### config.mk
export PLATFORM = sky130hd
export DESIGN_NAME = link_layer_network_offset_parser_core
export DESIGN_NICKNAME = d
export VERILOG_FILES = /design/src/hw/rtl/llnop_pkg.sv /design/src/hw/rtl/link_layer_network_offset_parser_core.sv /design/src/hw/rtl/llnop_step.sv
export SDC_FILE = /design/constraint.sdc
export NUM_CORES = 1
export LEC_CHECK = 0
export BUFFER_PORTS_ARGS = -buffer_cell sky130_fd_sc_hd__buf_2
export CORE_MARGIN = 3
export CORE_UTILIZATION = 25
export CTS_BUF_LIST = sky130_fd_sc_hd__clkbuf_4 sky130_fd_sc_hd__clkbuf_8
export DETAILED_ROUTE_END_ITERATION = 12
export SLEW_MARGIN = 10
export SYNTH_ARGS = -nofsm -noshare
export SYNTH_HDL_FRONTEND = slang
export SYNTH_SLANG_ARGS = --single-unit
### constraint.sdc
create_clock -name clk -period 11.4 [get_ports clk]
set_input_delay 0.57 -clock clk [delete_from_list [all_inputs] [get_ports clk]]
set_output_delay 0.57 -clock clk [all_outputs]
set_load 0.05 [all_outputs]
### src/hw/rtl/llnop_pkg.sv
`default_nettype none

package llnop_pkg;

	localparam int POSITION_WIDTH = 16;

	localparam int LINK_TYPE_WIDTH = 4;
	localparam int PADDR_WIDTH = 3;
	localparam int PDATA_WIDTH = 32;

	// register index
	localparam logic REG_LINK_TYPE = 1'b0;

	// link types
	localparam logic [LINK_TYPE_WIDTH-1:0] LT_ETHERNET = 4'd0;
	localparam logic [LINK_TYPE_WIDTH-1:0] LT_COOKED_V1 = 4'd1;
	localparam logic [LINK_TYPE_WIDTH-1:0] LT_COOKED_V2 = 4'd2;
	localparam logic [LINK_TYPE_WIDTH-1:0] LT_RAW = 4'd3;
	localparam logic [LINK_TYPE_WIDTH-1:0] LT_NULL = 4'd4;
	localparam logic [LINK_TYPE_WIDTH-1:0] LT_LOOP = 4'd5;
	localparam logic [LINK_TYPE_WIDTH-1:0] LT_RADIOTAP = 4'd6;
	localparam logic [LINK_TYPE_WIDTH-1:0] LT_WLAN = 4'd7;

	// parse stages
	typedef logic [2:0] stage_t;
	localparam stage_t ST_START = 3'd0;
	localparam stage_t ST_ETH = 3'd1;
	localparam stage_t ST_TYPE = 3'd2;
	localparam stage_t ST_RTAP = 3'd3;
	localparam stage_t ST_FC = 3'd4;
	localparam stage_t ST_LLC = 3'd5;
	localparam stage_t ST_TARGET = 3'd6;
	localparam stage_t ST_DONE = 3'd7;

	// version family
	typedef logic [1:0] family_t;
	localparam family_t FAM_NONE = 2'd0;
	localparam family_t FAM_V4 = 2'd1;
	localparam family_t FAM_V6 = 2'd2;

	typedef struct packed {
		stage_t  stage;
		logic    failed;
		family_t family;
	} ctl_t;

	localparam logic [15:0] ETYPE_IPV4 = 16'h0800;
	localparam logic [15:0] ETYPE_IPV6 = 16'h86dd;
	localparam logic [15:0] ETYPE_VLAN = 16'h8100;
	localparam logic [15:0] ETYPE_QINQ = 16'h88a8;

	localparam logic [15:0] FC_PROTECTED = 16'h4000;
	localparam logic [15:0] FC_ORDER = 16'h8000;
	localparam logic [15:0] FC_TO_DS = 16'h0100;
	localparam logic [15:0] FC_FROM_DS = 16'h0200;
	localparam logic [15:0] FC_QOS = 16'h0080;
	localparam logic [1:0] FC_TYPE_DATA = 2'd2;

	localparam logic [7:0] LLC_SAP = 8'haa;
	localparam logic [7:0] LLC_CTRL = 8'h03;

	localparam logic [5:0] WLAN_HDR_LEN = 6'd24;
	localparam logic [5:0] WLAN_ADDR4_LEN = 6'd6;
	localparam logic [5:0] WLAN_QOS_LEN = 6'd2;
	localparam logic [5:0] WLAN_HTC_LEN = 6'd4;
	localparam logic [15:0] RTAP_MIN_LEN = 16'd8;

	localparam logic [3:0] VER_IPV4 = 4'd4;
	localparam logic [3:0] VER_IPV6 = 4'd6;

	function automatic logic is_ip_type(input logic [15:0] t);
		return (t == ETYPE_IPV4) || (t == ETYPE_IPV6);
	endfunction

endpackage

`default_nettype wire

### src/hw/rtl/link_layer_network_offset_parser_core.sv
`default_nettype none

// Finds the IPv4/IPv6 header in a captured frame streamed one byte per beat, for the
// link type held in register 0 (sampled at the first byte of each frame). One beat is
// accepted every cycle; the parse step sits between a one-byte input register and the
// result register, so the result for a frame is registered as its last byte leaves the
// input register, and input stalls only while a finished result waits with the last byte of
// the next frame behind it. Frames longer than the position counter report not found.
module link_layer_network_offset_parser_core #(
	parameter int POSITION_WIDTH = llnop_pkg::POSITION_WIDTH,
	localparam int NW = ((POSITION_WIDTH > 16) ? POSITION_WIDTH : 16) + 2
) (
	input  wire logic                                 clk,
	input  wire logic                                 arst_n,
	input  wire logic                                 psel,
	input  wire logic                                 penable,
	input  wire logic                                 pwrite,
	input  wire logic [llnop_pkg::PADDR_WIDTH-1:0]    paddr,
	input  wire logic [llnop_pkg::PDATA_WIDTH-1:0]    pwdata,
	output logic      [llnop_pkg::PDATA_WIDTH-1:0]    prdata,
	output logic                                      pready,
	input  wire logic                                 in_valid,
	output logic                                      in_ready,
	input  wire logic [7:0]                           data_byte,
	input  wire logic                                 last_byte,
	output logic                                      out_valid,
	input  wire logic                                 out_ready,
	output logic                                      found,
	output logic      [15:0]                          ip_offset,
	output logic                                      ip_family
);

	logic [llnop_pkg::LINK_TYPE_WIDTH-1:0] link_type_q;

	logic       valid_s1;
	logic [7:0] data_s1;
	logic       last_s1;
	logic       adv_s1;

	logic [POSITION_WIDTH-1:0] pos_q;
	logic [15:0]               shift_q;
	logic [NW-1:0]             nfp_q;
	logic [POSITION_WIDTH-1:0] tgt_q;
	llnop_pkg::ctl_t           ctl_q;

	llnop_pkg::ctl_t           ctl_n;
	logic [POSITION_WIDTH-1:0] pos_n;
	logic [15:0]               shift_n;
	logic [NW-1:0]             nfp_n;
	logic [POSITION_WIDTH-1:0] tgt_n;
	logic                      res_found;
	logic [15:0]               res_offset;
	logic                      res_family;

	logic        out_valid_q;
	logic        found_q;
	logic [15:0] ip_offset_q;
	logic        ip_family_q;

	// register port
	assign pready = 1'b1;
	assign prdata = (paddr[2] == llnop_pkg::REG_LINK_TYPE) ?
		llnop_pkg::PDATA_WIDTH'(link_type_q) : '0;

	always_ff @(posedge clk or negedge arst_n) begin
		if (!arst_n) begin
			link_type_q <= '0;
		end else if (psel && penable && pwrite && pready &&
		             (paddr[2] == llnop_pkg::REG_LINK_TYPE)) begin
			link_type_q <= pwdata[llnop_pkg::LINK_TYPE_WIDTH-1:0];
		end
	end

	// input register
	assign adv_s1 = valid_s1 && (!last_s1 || !out_valid_q || out_ready);
	assign in_ready = !valid_s1 || adv_s1;

	always_ff @(posedge clk or negedge arst_n) begin
		if (!arst_n) begin
			valid_s1 <= 1'b0;
		end else if (in_valid && in_ready) begin
			valid_s1 <= 1'b1;
		end else if (adv_s1) begin
			valid_s1 <= 1'b0;
		end
	end

	always_ff @(posedge clk) begin
		if (in_valid && in_ready) begin
			data_s1 <= data_byte;
			last_s1 <= last_byte;
		end
	end

	llnop_step #(
		.POSITION_WIDTH(POSITION_WIDTH)
	) u_step (
		.link_type (link_type_q),
		.data_byte (data_s1),
		.pos       (pos_q),
		.shift     (shift_q),
		.nfp       (nfp_q),
		.tgt       (tgt_q),
		.ctl       (ctl_q),
		.ctl_n     (ctl_n),
		.pos_n     (pos_n),
		.shift_n   (shift_n),
		.nfp_n     (nfp_n),
		.tgt_n     (tgt_n),
		.res_found (res_found),
		.res_offset(res_offset),
		.res_family(res_family)
	);

	// frame state, cleared after each last byte
	always_ff @(posedge clk or negedge arst_n) begin
		if (!arst_n) begin
			pos_q <= '0;
			shift_q <= '0;
			nfp_q <= '0;
			tgt_q <= '0;
			ctl_q <= '{stage: llnop_pkg::ST_START, failed: 1'b0, family: llnop_pkg::FAM_NONE};
		end else if (adv_s1) begin
			if (last_s1) begin
				pos_q <= '0;
				shift_q <= '0;
				nfp_q <= '0;
				tgt_q <= '0;
				ctl_q <= '{stage: llnop_pkg::ST_START, failed: 1'b0,
					family: llnop_pkg::FAM_NONE};
			end else begin
				pos_q <= pos_n;
				shift_q <= shift_n;
				nfp_q <= nfp_n;
				tgt_q <= tgt_n;
				ctl_q <= ctl_n;
			end
		end
	end

	// result register
	always_ff @(posedge clk or negedge arst_n) begin
		if (!arst_n) begin
			out_valid_q <= 1'b0;
		end else if (adv_s1 && last_s1) begin
			out_valid_q <= 1'b1;
		end else if (out_ready) begin
			out_valid_q <= 1'b0;
		end
	end

	always_ff @(posedge clk) begin
		if (adv_s1 && last_s1) begin
			found_q <= res_found;
			ip_offset_q <= res_offset;
			ip_family_q <= res_family;
		end
	end

	assign out_valid = out_valid_q;
	assign found = found_q;
	assign ip_offset = ip_offset_q;
	assign ip_family = ip_family_q;

	a_fail_done: assert property (@(posedge clk) disable iff (!arst_n)
		ctl_q.failed |-> (ctl_q.stage == llnop_pkg::ST_DONE))
		else $error("failed frame not parked");

	a_not_found_zero: assert property (@(posedge clk) disable iff (!arst_n)
		(out_valid_q && !found_q) |-> ((ip_offset_q == 16'h0000) && !ip_family_q))
		else $error("not-found result carries data");

	a_frame_restart: assert property (@(posedge clk) disable iff (!arst_n)
		(adv_s1 && last_s1) |=> ((pos_q == '0) && (ctl_q.stage == llnop_pkg::ST_START)))
		else $error("frame state not cleared after last byte");

	a_s1_hold: assert property (@(posedge clk) disable iff (!arst_n)
		(valid_s1 && !adv_s1) |=> (valid_s1 && $stable(data_s1) && $stable(last_s1)))
		else $error("input register lost a beat");

endmodule

`default_nettype wire

### src/hw/rtl/llnop_step.sv
`default_nettype none

module llnop_step #(
	parameter int POSITION_WIDTH = llnop_pkg::POSITION_WIDTH,
	localparam int NW = ((POSITION_WIDTH > 16) ? POSITION_WIDTH : 16) + 2,
	localparam int OW = (POSITION_WIDTH > 16) ? POSITION_WIDTH : 16
) (
	input  wire logic [llnop_pkg::LINK_TYPE_WIDTH-1:0] link_type,
	input  wire logic [7:0]                             data_byte,
	input  wire logic [POSITION_WIDTH-1:0]              pos,
	input  wire logic [15:0]                            shift,
	input  wire logic [NW-1:0]                          nfp,
	input  wire logic [POSITION_WIDTH-1:0]              tgt,
	input  wire llnop_pkg::ctl_t                        ctl,
	output llnop_pkg::ctl_t                             ctl_n,
	output logic [POSITION_WIDTH-1:0]                   pos_n,
	output logic [15:0]                                 shift_n,
	output logic [NW-1:0]                               nfp_n,
	output logic [POSITION_WIDTH-1:0]                   tgt_n,
	output logic                                        res_found,
	output logic [15:0]                                 res_offset,
	output logic                                        res_family
);

	logic [15:0]   shift_new;
	logic [15:0]   le_word;
	logic [NW-1:0] pos_x;
	logic [NW-1:0] rel;
	logic [5:0]    mac_len;
	logic [OW-1:0] tgt_w;

	assign shift_new = {shift[7:0], data_byte};
	// 802.11 and radiotap fields are little endian
	assign le_word = {shift_new[7:0], shift_new[15:8]};
	assign pos_x = NW'(pos);
	assign rel = pos_x - nfp;

	always_comb begin
		mac_len = llnop_pkg::WLAN_HDR_LEN;
		if (((le_word & llnop_pkg::FC_TO_DS) != '0) && ((le_word & llnop_pkg::FC_FROM_DS) != '0)) begin
			mac_len = mac_len + llnop_pkg::WLAN_ADDR4_LEN;
		end
		if ((le_word & llnop_pkg::FC_QOS) != '0) begin
			mac_len = mac_len + llnop_pkg::WLAN_QOS_LEN;
		end
		if ((le_word & llnop_pkg::FC_ORDER) != '0) begin
			mac_len = mac_len + llnop_pkg::WLAN_HTC_LEN;
		end
	end

	always_comb begin
		ctl_n = ctl;
		pos_n = pos;
		shift_n = shift;
		nfp_n = nfp;
		tgt_n = tgt;
		if (pos == '1) begin
			ctl_n.failed = 1'b1;
			ctl_n.stage = llnop_pkg::ST_DONE;
		end else begin
			shift_n = shift_new;
			pos_n = pos + POSITION_WIDTH'(1);
			if (!ctl.failed) begin
				if (ctl.stage == llnop_pkg::ST_START) begin
					case (link_type)
						llnop_pkg::LT_ETHERNET: begin
							ctl_n.stage = llnop_pkg::ST_ETH;
							nfp_n = NW'(12);
						end
						llnop_pkg::LT_COOKED_V1: begin
							ctl_n.stage = llnop_pkg::ST_TYPE;
							nfp_n = NW'(14);
							tgt_n = POSITION_WIDTH'(16);
						end
						llnop_pkg::LT_COOKED_V2: begin
							ctl_n.stage = llnop_pkg::ST_TYPE;
							nfp_n = '0;
							tgt_n = POSITION_WIDTH'(20);
						end
						llnop_pkg::LT_RAW: begin
							ctl_n.stage = llnop_pkg::ST_TARGET;
							tgt_n = '0;
						end
						llnop_pkg::LT_NULL, llnop_pkg::LT_LOOP: begin
							ctl_n.stage = llnop_pkg::ST_TARGET;
							tgt_n = POSITION_WIDTH'(4);
						end
						llnop_pkg::LT_RADIOTAP: begin
							ctl_n.stage = llnop_pkg::ST_RTAP;
						end
						llnop_pkg::LT_WLAN: begin
							ctl_n.stage = llnop_pkg::ST_FC;
							nfp_n = '0;
						end
						default: begin
							ctl_n.failed = 1'b1;
							ctl_n.stage = llnop_pkg::ST_DONE;
						end
					endcase
				end
				case (ctl_n.stage)
					llnop_pkg::ST_ETH: begin
						if (pos_x == nfp_n + NW'(1)) begin
							if ((shift_new == llnop_pkg::ETYPE_VLAN) ||
							    (shift_new == llnop_pkg::ETYPE_QINQ)) begin
								nfp_n = pos_x + NW'(3);
							end else if (llnop_pkg::is_ip_type(shift_new)) begin
								tgt_n = pos + POSITION_WIDTH'(1);
								ctl_n.stage = llnop_pkg::ST_TARGET;
							end else begin
								ctl_n.failed = 1'b1;
								ctl_n.stage = llnop_pkg::ST_DONE;
							end
						end
					end
					llnop_pkg::ST_TYPE: begin
						if (pos_x == nfp_n + NW'(1)) begin
							if (llnop_pkg::is_ip_type(shift_new)) begin
								ctl_n.stage = llnop_pkg::ST_TARGET;
							end else begin
								ctl_n.failed = 1'b1;
								ctl_n.stage = llnop_pkg::ST_DONE;
							end
						end
					end
					llnop_pkg::ST_RTAP: begin
						if ((pos == '0) && (data_byte != 8'h00)) begin
							ctl_n.failed = 1'b1;
							ctl_n.stage = llnop_pkg::ST_DONE;
						end else if (pos == POSITION_WIDTH'(3)) begin
							if (le_word < llnop_pkg::RTAP_MIN_LEN) begin
								ctl_n.failed = 1'b1;
								ctl_n.stage = llnop_pkg::ST_DONE;
							end else begin
								nfp_n = NW'(le_word);
								ctl_n.stage = llnop_pkg::ST_FC;
							end
						end
					end
					llnop_pkg::ST_FC: begin
						if (pos_x == nfp_n + NW'(1)) begin
							if (((le_word & llnop_pkg::FC_PROTECTED) != '0) ||
							    (le_word[3:2] != llnop_pkg::FC_TYPE_DATA)) begin
								ctl_n.failed = 1'b1;
								ctl_n.stage = llnop_pkg::ST_DONE;
							end else begin
								nfp_n = nfp_n + NW'(mac_len);
								ctl_n.stage = llnop_pkg::ST_LLC;
							end
						end
					end
					llnop_pkg::ST_LLC: begin
						if (pos_x >= nfp) begin
							if (((rel == NW'(0)) || (rel == NW'(1))) &&
							    (data_byte != llnop_pkg::LLC_SAP)) begin
								ctl_n.failed = 1'b1;
								ctl_n.stage = llnop_pkg::ST_DONE;
							end else if ((rel == NW'(2)) && (data_byte != llnop_pkg::LLC_CTRL)) begin
								ctl_n.failed = 1'b1;
								ctl_n.stage = llnop_pkg::ST_DONE;
							end else if (rel == NW'(7)) begin
								if (llnop_pkg::is_ip_type(shift_new)) begin
									tgt_n = pos + POSITION_WIDTH'(1);
									ctl_n.stage = llnop_pkg::ST_TARGET;
								end else begin
									ctl_n.failed = 1'b1;
									ctl_n.stage = llnop_pkg::ST_DONE;
								end
							end
						end
					end
					llnop_pkg::ST_TARGET: begin
						if (pos == tgt_n) begin
							if (data_byte[7:4] == llnop_pkg::VER_IPV4) begin
								ctl_n.family = llnop_pkg::FAM_V4;
								ctl_n.stage = llnop_pkg::ST_DONE;
							end else if (data_byte[7:4] == llnop_pkg::VER_IPV6) begin
								ctl_n.family = llnop_pkg::FAM_V6;
								ctl_n.stage = llnop_pkg::ST_DONE;
							end else begin
								ctl_n.failed = 1'b1;
								ctl_n.stage = llnop_pkg::ST_DONE;
							end
						end
					end
					default: begin
					end
				endcase
			end
		end
	end

	assign tgt_w = OW'(tgt_n);
	assign res_found = !ctl_n.failed && (ctl_n.family != llnop_pkg::FAM_NONE) &&
		(tgt_w <= OW'(16'hffff));
	assign res_offset = res_found ? tgt_w[15:0] : 16'h0000;
	assign res_family = res_found && (ctl_n.family == llnop_pkg::FAM_V6);

endmodule

`default_nettype wire

==> metrics.yaml <==
critical-path-max-stage-delay_ns: 0.74
die_height_um: 206
finalSetupViolations: 0
status: "complete, no violations"
nets: 1379
hp-class: "input pin to register"
end_kind: "register"
numCtsBuffers: 9
p_leak_nw: 4.19
fmax_mhz: 163
synth_seq_cells: 97
max-vdd-ir-drop_v: 0.0000810
grt_pass1_vias: 9865
dpl-instance-area_um2: 10600
htreeDepth: 3
die-area_um2: 42600
drt-total-wl_um: 39100
critical_path.most_common_cell: "a211oi_1"
fin_tns_setup_ns: 0
synthCells: 1312
vias: 10600
num_antenna_cells: 0
synth_top_area_frac: 0.174
tritoncts: "done"
fin_area_um2: 10800
maxSlewHeadroom: 0.191
async_reset_ff_frac: 0.722
crit_fanout: 17
critPathLaunchType: "register"
firstDrtPassIters: 6
ys.flop_type: "dfrtp_1"
core-area_um2: 39200
critPathBufInv: 0
cts_num_sinks: 97
yosysUniqueCellTypes: 99
gp_congestion: 0.977
initial_core_util: 0.256
rsz0062_at_grt: "false"
root_buffer: "clkbuf_8"
slew_violations: 0
via_per_inst: 5.82
syn-cell-area_um2: 10000
cap_violations: 0
critical-path-top-delay-family: "simple AND/OR/NAND/NOR gates"
most-common-layout-cells: "nand2_1, nor2_1, a21oi_1, o21ai_0, dfrtp_1"
rows: 72
synth_top_area_cell: "dfrtp_1"
grt_pass1_wl_um: 59300
drt_iter0_drc: 1360
path_class: "register to register"
fin_skew_ns: 0.0147
grt_max_degree: 71
final_common_cell: "nand2_1"
cp_data_required_time_ns: 11.58
postCtsSetupRepairBufs: 0
track_usage: 0.179
path_clk_slew_ns: 0.11
worstMarginPinSlew_ns: 1.21
ant_nets: 0
ys_top_cells_by_area: "dfrtp_1, edfxtp_1, nand2_1"
avgRoutedWirePerCell_um: 21.5
ctsLongestPathBuffers: 2
die_x_um: 206
insertion_delay_ns: 0.41
crit_slowest_cell: "a211oi_1"
io_buffers: 44
drc: 0
synth_edf_count: 27
crit_chain: "or4_4 > a211oi_1 > ha_1 > nand4_1 > or3_1 > a21oi_1 > xor2_1 > a31oi_1 > nand4_2 > nor4_1 > a211oi_1 > nand2_1 > o41ai_1"
yosys_warnings: 0
fin_crit_ns: 6.13
hold_buffers: 0
cp.arrival_ns: 6.31
synth-seq-area-share: 0.255
io_pins: 104
finalHoldViolCount: 0
syn_area_per_cell_um2: 7.65
antenna_found_initial: 2
grt_overflow: 0
area_growth_pct: 7.81
drive_gt1_frac: 0.101
post-dp-hpwl_um: 29000
powerDensity_nw_per_um2: 168
period_share: 0.538
cts_resized: 0
==> layer usage <==
layer / vias up / part of all wire / global-route usage
li1: 4780 / - / -
met1: 5115 / 0.43 / 0.250
met2: 602 / 0.44 / 0.273
met3: 98 / 0.10 / 0.0392
met4: 4 / 0.033 / 0.0642
met5: - / 0.00056 / 0
==> cell type report <==
type | instances | area [um^2]
fill | 4289 | 28400
multi-input combinational | 1065 | 6770
sequential | 97 | 2560
tap | 518 | 648
timing repair buffer | 74 | 448
inverter | 50 | 188
clock buffer | 9 | 124
clock inverter | 7 | 81.3
==> metrics by stage <==
step           total power, mW  setup slack, ns  cells   util  hold WS [ns]
2_1_floorplan             1.25             7.05   1339      -         0.274
3_3_place_gp              1.52             5.46   1804  0.271         0.513
3_5_place_dp              1.53             5.40   1804  0.271         0.519
4_1_cts                   1.79             5.36   1820  0.276         0.302
5_1_grt                   1.92             4.84   1820  0.276         0.302
6_report                  1.81             5.27   1820  0.276         0.324
==> report_power, final <==
part | internal [mW] | switching (mW) | total (mW) | leakage, nW
sequential | 0.397 | 0.0727 | 0.470 | 1.21
combinational | 0.362 | 0.736 | 1.10 | 2.88
clock | 0.104 | 0.143 | 0.247 | 0.104
total | 0.863 | 0.952 | 1.81 | 4.19
==> Yosys cell counts, types with 16 or more instances <==
| cell type | count |
|---|---|
| edfxtp_1 | 27 |
| xor2_1 | 20 |
| or3_1 | 20 |
| nor2_1 | 118 |
| a31oi_1 | 32 |
| mux2i_1 | 20 |
| nand4_1 | 31 |
| buf_4 | 32 |
| nor3_1 | 43 |
| a21o_1 | 16 |
| o21ai_0 | 71 |
| ha_1 | 29 |
| and2_1 | 17 |
| nand2_1 | 126 |
| a21oi_1 | 77 |
| clkbuf_1 | 75 |
| dfrtp_1 | 70 |
| xnor2_1 | 42 |
| nand3_1 | 60 |
| inv_1 | 50 |
==> kinds of logic (layout without fill, tap and decap cells) <==
| family | Yosys count | after routing | synth area share |
|---|---|---|---|
| AO/OA/AOI/OAI | 383 | 383 | 0.261 |
| XOR/XNOR | 63 | 63 | 0.0557 |
| adder cells (fa/ha/maj) | 31 | 31 | 0.0401 |
| buffers and inverters | 177 | 140 | 0.0809 |
| flip-flops | 97 | 97 | 0.255 |
| multiplexers | 27 | 27 | 0.0278 |
| other | 2 | 29 | 0.000748 |
| AND/OR/NAND/NOR | 532 | 532 | 0.279 |
==> final timing paths <==
check	from	end	slack, ns	cells past startpoint
max	link_type_q[3]	ip_offset[15]	5.27	13
min	data_byte[2]	data_s1[2]	0.32	1
max reg2reg	link_type_q[3]	ip_offset[15]	5.27	13
min reg2reg	tgt_q[2]	tgt_q[2]	0.54	1
max in group asynchronous	arst_n	pos_q[9]	10.42	1
min in group asynchronous	arst_n	tgt_q[8]	0.33	1
==> flip-flops by register name, indices dropped and copies added, names as in the netlist <==
name	count
ctl_q	6
data_s1	8
found	1
ip_family	1
ip_offset	16
last_s1	1
link_type_q	4
nfp_q	18
out_valid	1
pos_q	16
shift_q	8
tgt_q	16
valid_s1	1
No activity file was read; power rests on OpenSTA's default activity.
